File: config.mk
export PLATFORM = sky130hd
export DESIGN_NAME = ps2_mouse_cursor_tracker_flat
export DESIGN_NICKNAME = d
export VERILOG_FILES = /design/src/sv/ps2mct_pkg.sv /design/src/sv/ps2mct_in_if.sv /design/src/sv/ps2mct_out_if.sv /design/src/sv/ps2mct_framer.sv /design/src/sv/ps2mct_cursor.sv /design/src/sv/ps2_mouse_cursor_tracker.sv /design/src/flat_wrapper.sv
export SDC_FILE = /design/constraint.sdc
export NUM_CORES = 1
export LEC_CHECK = 0
export ABC_AREA = 1
export BUFFER_PORTS_ARGS = -buffer_cell sky130_fd_sc_hd__buf_2
export CAP_MARGIN = 5
export CORE_ASPECT_RATIO = 0.9
export CORE_UTILIZATION = 64
export DETAILED_ROUTE_END_ITERATION = 6
export GPL_ROUTABILITY_DRIVEN = 0
export PLACE_DENSITY_LB_ADDON = 0.1
export SLEW_MARGIN = 20
export SYNTH_ARGS = -nofsm -noshare
export SYNTH_HDL_FRONTEND = slang
export SYNTH_SLANG_ARGS = --single-unit
File: constraint.sdc
create_clock -name clk -period 12.8 [get_ports clk]
set_clock_uncertainty 0.15 [all_clocks]
set_input_delay 2.56 -clock clk [delete_from_list [all_inputs] [get_ports clk]]
set_output_delay 2.56 -clock clk [all_outputs]
set_load 0.1 [all_outputs]
File: src/sv/ps2mct_pkg.sv
`default_nettype none
// ----------------------------------------------------------------------------
// ps2mct_pkg
// Shared types and constants of the PS/2 mouse cursor tracker.
// ----------------------------------------------------------------------------
package ps2mct_pkg;

  localparam int BYTE_W  = 8;
  localparam int COORD_W = 12;
  localparam int BTN_W   = 3;
  localparam int DX_W    = 9;
  localparam int DY_W    = 10;
  localparam int CFG_IDX_W = 1;

  // Configuration register indexes.
  localparam logic [CFG_IDX_W-1:0] REG_SCREEN_WIDTH  = 1'd0;
  localparam logic [CFG_IDX_W-1:0] REG_SCREEN_HEIGHT = 1'd1;

  localparam logic [COORD_W-1:0] SCREEN_WIDTH_RST  = 12'd320;
  localparam logic [COORD_W-1:0] SCREEN_HEIGHT_RST = 12'd200;
  localparam logic [COORD_W-1:0] POS_X_RST         = 12'd152;
  localparam logic [COORD_W-1:0] POS_Y_RST         = 12'd78;

  // Protocol bytes and header bit positions.
  localparam logic [BYTE_W-1:0] ACK_BYTE  = 8'hFA;
  localparam logic [BYTE_W-1:0] HDR_MASK  = 8'hC8;
  localparam logic [BYTE_W-1:0] HDR_MATCH = 8'h08;
  localparam int XSIGN_BIT = 4;
  localparam int YSIGN_BIT = 5;

  // One decoded packet, qualified by done.
  typedef struct packed {
    logic                    done;
    logic [BTN_W-1:0]        buttons;
    logic signed [DX_W-1:0]  delta_x;
    logic signed [DY_W-1:0]  delta_y;
  } pkt_t;

endpackage : ps2mct_pkg
`default_nettype wire

File: src/sv/ps2mct_in_if.sv
`default_nettype none
// ----------------------------------------------------------------------------
// ps2mct_in_if
// Byte channel into the tracker: valid/ready handshake with one raw byte.
// ----------------------------------------------------------------------------
interface ps2mct_in_if;
  logic       valid;
  logic       ready;
  logic [7:0] data_byte;

  modport source (output valid, output data_byte, input ready);
  modport sink (input valid, input data_byte, output ready);
endinterface : ps2mct_in_if
`default_nettype wire

File: src/sv/ps2mct_out_if.sv
`default_nettype none
// ----------------------------------------------------------------------------
// ps2mct_out_if
// Result channel of the tracker: buttons, movement and cursor position.
// ----------------------------------------------------------------------------
interface ps2mct_out_if;
  logic               valid;
  logic               ready;
  logic [2:0]         buttons;
  logic signed [8:0]  delta_x;
  logic signed [9:0]  delta_y;
  logic [11:0]        cursor_x;
  logic [11:0]        cursor_y;

  modport source (output valid, output buttons, output delta_x, output delta_y,
                  output cursor_x, output cursor_y, input ready);
  modport sink (input valid, input buttons, input delta_x, input delta_y,
                input cursor_x, input cursor_y, output ready);
endinterface : ps2mct_out_if
`default_nettype wire

File: src/sv/ps2mct_framer.sv
`default_nettype none
// ----------------------------------------------------------------------------
// ps2mct_framer
// Waits for the acknowledge byte, then frames three-byte mouse packets.
// ----------------------------------------------------------------------------
module ps2mct_framer (
  input  wire logic                          clk,
  input  wire logic                          rst_n,
  input  wire logic                          step,
  input  wire logic [ps2mct_pkg::BYTE_W-1:0] data_byte,
  output logic                               last_byte,
  output ps2mct_pkg::pkt_t                   pkt
);
  import ps2mct_pkg::*;

  typedef enum logic [1:0] {
    PH_WAIT_ACK,
    PH_HEADER,
    PH_MOVE_X,
    PH_MOVE_Y
  } phase_t;

  phase_t              phase_r;
  phase_t              phase_nxt;
  logic [BYTE_W-1:0]   header_r;
  logic [BYTE_W-1:0]   move_x_r;
  logic                hdr_ok;

  assign hdr_ok = (data_byte & HDR_MASK) == HDR_MATCH;

  // The byte on data_byte completes a packet if it is taken.
  assign last_byte = (phase_r == PH_MOVE_Y);

  always_comb begin
    phase_nxt = phase_r;
    case (phase_r)
      PH_WAIT_ACK: if (data_byte == ACK_BYTE) phase_nxt = PH_HEADER;
      PH_HEADER:   if (hdr_ok) phase_nxt = PH_MOVE_X;
      PH_MOVE_X:   phase_nxt = PH_MOVE_Y;
      PH_MOVE_Y:   phase_nxt = PH_HEADER;
      default:     phase_nxt = PH_WAIT_ACK;
    endcase
  end

  always_ff @(posedge clk) begin
    if (!rst_n) begin
      phase_r <= PH_WAIT_ACK;
    end else if (step) begin
      phase_r <= phase_nxt;
      if (phase_r == PH_HEADER && hdr_ok) header_r <= data_byte;
      if (phase_r == PH_MOVE_X) move_x_r <= data_byte;
    end
  end

  // Y is negated so that a downward move comes out positive.
  always_comb begin
    pkt.done    = step && last_byte;
    pkt.buttons = header_r[BTN_W-1:0];
    pkt.delta_x = $signed({header_r[XSIGN_BIT], move_x_r});
    pkt.delta_y = -$signed({header_r[YSIGN_BIT], header_r[YSIGN_BIT], data_byte});
  end

endmodule : ps2mct_framer
`default_nettype wire

File: src/sv/ps2mct_cursor.sv
`default_nettype none
// ----------------------------------------------------------------------------
// ps2mct_cursor
// Keeps the cursor position and applies each packet's movement with clamping.
// ----------------------------------------------------------------------------
module ps2mct_cursor #(
  parameter int CURSOR_SIZE = 16
) (
  input  wire logic                           clk,
  input  wire logic                           rst_n,
  input  ps2mct_pkg::pkt_t                    pkt,
  input  wire logic [ps2mct_pkg::COORD_W-1:0] width,
  input  wire logic [ps2mct_pkg::COORD_W-1:0] height,
  output logic [ps2mct_pkg::COORD_W-1:0]      pos_x_nxt,
  output logic [ps2mct_pkg::COORD_W-1:0]      pos_y_nxt
);
  import ps2mct_pkg::*;

  localparam int SUM_W = COORD_W + 2;

  logic [COORD_W-1:0] pos_x_r;
  logic [COORD_W-1:0] pos_y_r;

  // Upper limit is size minus the cursor size, floored at zero.
  function automatic logic [COORD_W-1:0] clamp_pos(
    input logic [COORD_W-1:0]    pos,
    input logic signed [DY_W-1:0] mv,
    input logic [COORD_W-1:0]    size
  );
    logic signed [SUM_W-1:0] lim;
    logic signed [SUM_W-1:0] p;
    logic [COORD_W-1:0]      r;
    lim = $signed({2'b00, size}) - $signed(SUM_W'(CURSOR_SIZE));
    if (lim < 0) lim = '0;
    p = $signed({2'b00, pos}) + $signed({{(SUM_W-DY_W){mv[DY_W-1]}}, mv});
    if (p < 0) begin
      r = '0;
    end else if (p > lim) begin
      r = lim[COORD_W-1:0];
    end else begin
      r = p[COORD_W-1:0];
    end
    return r;
  endfunction

  assign pos_x_nxt = clamp_pos(pos_x_r, {pkt.delta_x[DX_W-1], pkt.delta_x}, width);
  assign pos_y_nxt = clamp_pos(pos_y_r, pkt.delta_y, height);

  always_ff @(posedge clk) begin
    if (!rst_n) begin
      pos_x_r <= POS_X_RST;
      pos_y_r <= POS_Y_RST;
    end else if (pkt.done) begin
      pos_x_r <= pos_x_nxt;
      pos_y_r <= pos_y_nxt;
    end
  end

endmodule : ps2mct_cursor
`default_nettype wire

File: src/sv/ps2_mouse_cursor_tracker.sv
`default_nettype none
// ----------------------------------------------------------------------------
// ps2_mouse_cursor_tracker
// Decodes PS/2 mouse packets and tracks a clamped cursor position.
// ----------------------------------------------------------------------------
// Path: a byte is registered in the input stage at its transfer; the result of the third
//   packet byte is loaded into the output register when that byte leaves the input stage.
// Throughput: one byte per cycle from the single input register stage unless out_ch stalls.
// Reset: synchronous, active low; waits for the acknowledge byte, cursor at
//   (152, 78), screen size 320 x 200.
module ps2_mouse_cursor_tracker #(
  parameter int CURSOR_SIZE = 16
) (
  input  wire logic                             clk,
  input  wire logic                             rst_n,
  input  wire logic                             cfg_we,
  input  wire logic [ps2mct_pkg::CFG_IDX_W-1:0] cfg_index,
  input  wire logic [ps2mct_pkg::COORD_W-1:0]   cfg_wdata,
  ps2mct_in_if.sink                             in_ch,
  ps2mct_out_if.source                          out_ch
);
  import ps2mct_pkg::*;

  logic [COORD_W-1:0] width_r;
  logic [COORD_W-1:0] height_r;

  logic               in_vld_r;
  logic [BYTE_W-1:0]  in_byte_r;
  logic               adv;
  logic               last_byte;

  pkt_t               pkt;
  logic [COORD_W-1:0] pos_x_nxt;
  logic [COORD_W-1:0] pos_y_nxt;

  logic               out_vld_r;
  logic               out_vld_nxt;
  logic [BTN_W-1:0]   out_btn_r;
  logic signed [DX_W-1:0] out_dx_r;
  logic signed [DY_W-1:0] out_dy_r;
  logic [COORD_W-1:0] out_cx_r;
  logic [COORD_W-1:0] out_cy_r;

  // The input stage moves on unless it completes a packet while the output
  // register is still waiting for its transfer.
  assign adv = in_vld_r && (!last_byte || !out_vld_r || out_ch.ready);
  assign in_ch.ready = !in_vld_r || adv;

  always_ff @(posedge clk) begin
    if (!rst_n) begin
      width_r  <= SCREEN_WIDTH_RST;
      height_r <= SCREEN_HEIGHT_RST;
    end else if (cfg_we) begin
      case (cfg_index)
        REG_SCREEN_WIDTH:  width_r  <= cfg_wdata;
        REG_SCREEN_HEIGHT: height_r <= cfg_wdata;
        default: ;
      endcase
    end
  end

  always_ff @(posedge clk) begin
    if (!rst_n) begin
      in_vld_r <= 1'b0;
    end else if (in_ch.ready) begin
      in_vld_r <= in_ch.valid;
    end
  end

  always_ff @(posedge clk) begin
    if (in_ch.valid && in_ch.ready) in_byte_r <= in_ch.data_byte;
  end

  ps2mct_framer u_framer (
    .clk       (clk),
    .rst_n     (rst_n),
    .step      (adv),
    .data_byte (in_byte_r),
    .last_byte (last_byte),
    .pkt       (pkt)
  );

  ps2mct_cursor #(
    .CURSOR_SIZE (CURSOR_SIZE)
  ) u_cursor (
    .clk       (clk),
    .rst_n     (rst_n),
    .pkt       (pkt),
    .width     (width_r),
    .height    (height_r),
    .pos_x_nxt (pos_x_nxt),
    .pos_y_nxt (pos_y_nxt)
  );

  assign out_vld_nxt = pkt.done || (out_vld_r && !out_ch.ready);

  always_ff @(posedge clk) begin
    if (!rst_n) begin
      out_vld_r <= 1'b0;
    end else begin
      out_vld_r <= out_vld_nxt;
    end
  end

  always_ff @(posedge clk) begin
    if (pkt.done) begin
      out_btn_r <= pkt.buttons;
      out_dx_r  <= pkt.delta_x;
      out_dy_r  <= pkt.delta_y;
      out_cx_r  <= pos_x_nxt;
      out_cy_r  <= pos_y_nxt;
    end
  end

  assign out_ch.valid    = out_vld_r;
  assign out_ch.buttons  = out_btn_r;
  assign out_ch.delta_x  = out_dx_r;
  assign out_ch.delta_y  = out_dy_r;
  assign out_ch.cursor_x = out_cx_r;
  assign out_ch.cursor_y = out_cy_r;

`ifndef ASSERT_OFF
  // A held input byte is never overwritten while it waits.
  a_in_hold: assert property (@(posedge clk) disable iff (!rst_n)
    in_vld_r && !adv |=> in_vld_r && $stable(in_byte_r))
    else $error("input byte lost while stalled");

  // A packet completes only when a byte moves on and the output slot is free or being taken.
  a_out_cause: assert property (@(posedge clk) disable iff (!rst_n)
    pkt.done |-> adv && (!out_vld_r || out_ch.ready))
    else $error("packet completed while output slot busy");

  a_cx_limit: assert property (@(posedge clk) disable iff (!rst_n)
    out_vld_r |-> (out_cx_r == '0) ||
      ({1'b0, out_cx_r} + (COORD_W+1)'(CURSOR_SIZE) <= {1'b0, width_r}))
    else $error("cursor x beyond screen limit");

  a_cy_limit: assert property (@(posedge clk) disable iff (!rst_n)
    out_vld_r |-> (out_cy_r == '0) ||
      ({1'b0, out_cy_r} + (COORD_W+1)'(CURSOR_SIZE) <= {1'b0, height_r}))
    else $error("cursor y beyond screen limit");
`endif

endmodule : ps2_mouse_cursor_tracker
`default_nettype wire
File: src/flat_wrapper.sv
// flat-port wrapper written by rule: the top's interface ports become plain ports
module ps2_mouse_cursor_tracker_flat import ps2mct_pkg::*;
#(
  parameter int CURSOR_SIZE = 16
)
  (clk, rst_n, cfg_we, cfg_index, cfg_wdata, in_ch_valid, in_ch_data_byte, in_ch_ready, out_ch_valid, out_ch_buttons, out_ch_delta_x, out_ch_delta_y, out_ch_cursor_x, out_ch_cursor_y, out_ch_ready);
  ps2mct_in_if in_ch_i ();
  ps2mct_out_if out_ch_i ();
  input  wire logic clk;
  input  wire logic rst_n;
  input  wire logic cfg_we;
  input  wire logic [ps2mct_pkg::CFG_IDX_W-1:0] cfg_index;
  input  wire logic [ps2mct_pkg::COORD_W-1:0] cfg_wdata;
  input wire logic [$bits(in_ch_i.valid)-1:0] in_ch_valid;
  input wire logic [$bits(in_ch_i.data_byte)-1:0] in_ch_data_byte;
  output wire logic [$bits(in_ch_i.ready)-1:0] in_ch_ready;
  output wire logic [$bits(out_ch_i.valid)-1:0] out_ch_valid;
  output wire logic [$bits(out_ch_i.buttons)-1:0] out_ch_buttons;
  output wire logic [$bits(out_ch_i.delta_x)-1:0] out_ch_delta_x;
  output wire logic [$bits(out_ch_i.delta_y)-1:0] out_ch_delta_y;
  output wire logic [$bits(out_ch_i.cursor_x)-1:0] out_ch_cursor_x;
  output wire logic [$bits(out_ch_i.cursor_y)-1:0] out_ch_cursor_y;
  input wire logic [$bits(out_ch_i.ready)-1:0] out_ch_ready;
  assign in_ch_i.valid = in_ch_valid;
  assign in_ch_i.data_byte = in_ch_data_byte;
  assign in_ch_ready = in_ch_i.ready;
  assign out_ch_valid = out_ch_i.valid;
  assign out_ch_buttons = out_ch_i.buttons;
  assign out_ch_delta_x = out_ch_i.delta_x;
  assign out_ch_delta_y = out_ch_i.delta_y;
  assign out_ch_cursor_x = out_ch_i.cursor_x;
  assign out_ch_cursor_y = out_ch_i.cursor_y;
  assign out_ch_i.ready = out_ch_ready;
  ps2_mouse_cursor_tracker #(.CURSOR_SIZE(CURSOR_SIZE)) u_core (.clk(clk), .rst_n(rst_n), .cfg_we(cfg_we), .cfg_index(cfg_index), .cfg_wdata(cfg_wdata), .in_ch(in_ch_i), .out_ch(out_ch_i));
endmodule
==> reports/results.txt <==
run status: finished clean
total global-route track usage: 28.0%
clk sinks: 119
Startpoint Class: primary input
fin util: 76.0%
Slew Viols, Final: 0
RSZ-0062 raised after global routing: no
number of buffers created by CTS: 17
Worst EP required: 10090 ps
min Tclk post-route: 6040 ps
initial antenna violation count: 0
commonest register cell after synthesis: edfxtp_1
clk root buf: clkbuf_16
I/O pin count: 74
core area: 0.0103 mm^2
fin nets: 951
Die W: 111 um
die area: 0.0111 mm^2
synth top area cells: edfxtp_1, dfxtp_1, ha_1
largest net degree at the start of global routing: 88
Hold Crit Class: reg2reg
crit-path max FO: 3
Slew headroom: 38.1%
HPWL after DPL: 10700 um
1st-iter DRT viols: 352
DR vias/cell: 5.65
Final period util: 47.2%
vias in the first global route: 5335
post-route ant nets: 0
FFs w/ async S/R, synth: 0%
Synth Area per Inst: 8.66 um^2
Layout area overhead: 14.7%
hold_ws: 274 ps
MaxCap Viol Count: 0
GR Overflow Total: 0
Max VDD drop: 0.000170 V
vias: 5670
sequential area share after synthesis: 44.8%
CP most frequent cell: buf_2
Tot Pwr: 980 uW
H-tree Lvls: 4
Netlist cell types: 43
synth warn: 0
Routed WL: 15100 um
# Post-CTS Setup Buffers: 0
Leakage: 0.00370 uW
pwr/cell area: 125 mW/mm^2
number of synthesized flops with an enable pin: 67
setup TNS: 0 ps
Die Y: 99.9 um
DP Cell Count: 971
row count: 35
worst slew pin tran: 928 ps
Post-Syn Instances: 787
Ant. Diodes: 0
fraction of layout cells with a size suffix above 1: 15.3%
largest area contributor in the netlist: edfxtp_1
Peak Freq: 165 MHz
Reg clk slew, reported paths: 60 ps
crit end category: primary output
Clk Latency, worst-skew pair: 420 ps
post-cts gate resize count: 0
largest stage delay on the critical path: 330 ps
# hold bufs at CTS: 0
DR pass1 iterations: 5
post-synth top area share: 29.5%
first-pass GRT wire length: 24500 um
setup violators final: 0
fin cells: 1003
Residual DRC: 0
Crit Path Category: in2out
FILL cells: 747
PortBufs: 73
Syn Std Cell Area: 0.00682 mm^2
Wirelength per Cell: 15.0 um
#FFs+latches synth: 119
worst path cell trace: buf_2 -> nor2_1 -> nand3_1 -> buf_2
Data arrival, critical path: 3330 ps
TritonCTS clock tree: yes
CTS Buffer Depth: 2
Initial Util: 66.2%
Net Count, Synth: 877
critical path's slowest cell: buf_2
Final Hold Fails: 0
-- worst paths after layout --
path                               start                         to  slack, ps  cells after the start
min          u_core.u_framer.header_r[0]   u_core.out_ch.buttons[0]        270                      0
min reg2reg  u_core.u_framer.header_r[0]   u_core.out_ch.buttons[0]        270                      0
max reg2reg          u_core.in_byte_r[0]  u_core.out_ch.cursor_y[7]       7990                     25
max                         out_ch_ready                in_ch_ready       6760                      4
-- per-layer routing --
metal  vias up  wire (um)  GRT usage (%)  part of all wire (%)
met5         -          0              0                     0
met4         0        371           11.6                   2.5
met3        39        756           7.00                   5.0
met2       184       7660           50.0                    51
met1      2648       6260           32.4                    42
li1       2799          -              -                     -
-- synthesized netlist by cell type (3+ instances only) --
| master | count |
|---|---|
| nor3_1 | 8 |
| dfxtp_1 | 52 |
| nand2_2 | 4 |
| nand3_1 | 52 |
| xor2_1 | 14 |
| or2_2 | 3 |
| a21oi_4 | 3 |
| nand3b_1 | 3 |
| buf_2 | 5 |
| a31oi_1 | 4 |
| xnor2_1 | 14 |
| buf_6 | 3 |
| nand3_2 | 5 |
| o21bai_1 | 3 |
| a21o_1 | 3 |
| ha_1 | 62 |
| nand2_1 | 147 |
| o21a_1 | 4 |
| inv_1 | 109 |
| nor2_1 | 56 |
| nand4_1 | 16 |
| o211ai_1 | 4 |
| o21ai_0 | 49 |
| edfxtp_1 | 67 |
| and2_1 | 3 |
| a21oi_1 | 62 |
| clkbuf_1 | 11 |
-- kinds of logic (layout without fill, tap and decap cells) --
logic type                 Yosys count  after routing  synth area share (%)
AOI/OAI and AO/OA                  139            139                  11.6
buffers and inverters              131            218                  7.75
and+or+nand+nor                    305            305                  20.0
DFF                                119            119                  44.8
adders and majority gates           64             64                  12.0
xor gates and xnor gates            29             29                  3.84
-- registers in the layout, summed over array words and instances (netlist names) --
name and cells:
u_core.out_ch.cursor_y 12, u_core.u_framer.move_x_r 8, u_core.in_vld_r 1, u_core.out_ch.buttons 3
u_core.out_ch.valid 1, u_core.in_byte_r 8, u_core.height_r 12, u_core.out_ch.delta_x 9
u_core.u_cursor.pos_x_r 12, u_core.width_r 12, u_core.u_cursor.pos_y_r 12, u_core.u_framer.phase_r 2
u_core.u_framer.header_r 5, u_core.out_ch.delta_y 10, u_core.out_ch.cursor_x 12
-- through the flow --
stage | instance area, um^2 | setup WS [ps]
final | 7820 | 6760
after CTS | 7820 | 6760
after global routing | 7820 | 6710
after floorplan | 6820 | 6610
after detailed placement | 7250 | 6760
after global placement | 7250 | 6860
-- cell type report --
| type | count | area, um^2 | share of cell area (%) |
|---|---|---|---|
| Clock buffer | 17 | 425 | 5.44 |
| Clock inverter | 15 | 143 | 1.82 |
| Inverter | 110 | 413 | 5.28 |
| Multi-Input combinational cell | 537 | 3230 | 41.4 |
| Sequential cell | 119 | 3050 | 39.1 |
| Tap cell | 129 | 161 | 2.06 |
| Timing Repair Buffer | 76 | 388 | 4.96 |
-- cell usage in the layout, fill, tap and decap left out, drive strengths merged, types with 17 or more instances in the layout --
cell	n
inv	116
a21oi	66
dfxtp	52
nand2	152
buf	76
nand3	57
edfxtp	67
o21ai	49
nand4	17
clkbuf	17
nor2	58
ha	62
-- power breakdown --
part	switching [uW]	total, uW	internal, uW
clock	185	455	270
sequential	7.84	419	411
combinational	66.0	106	40.2
-- worst max-delay path, delay by kind of cell --
family / cells / cell delay [ps]
buf+inv: 2 / 420
simple gates: 2 / 340
Power figures use the tool's default switching activity.
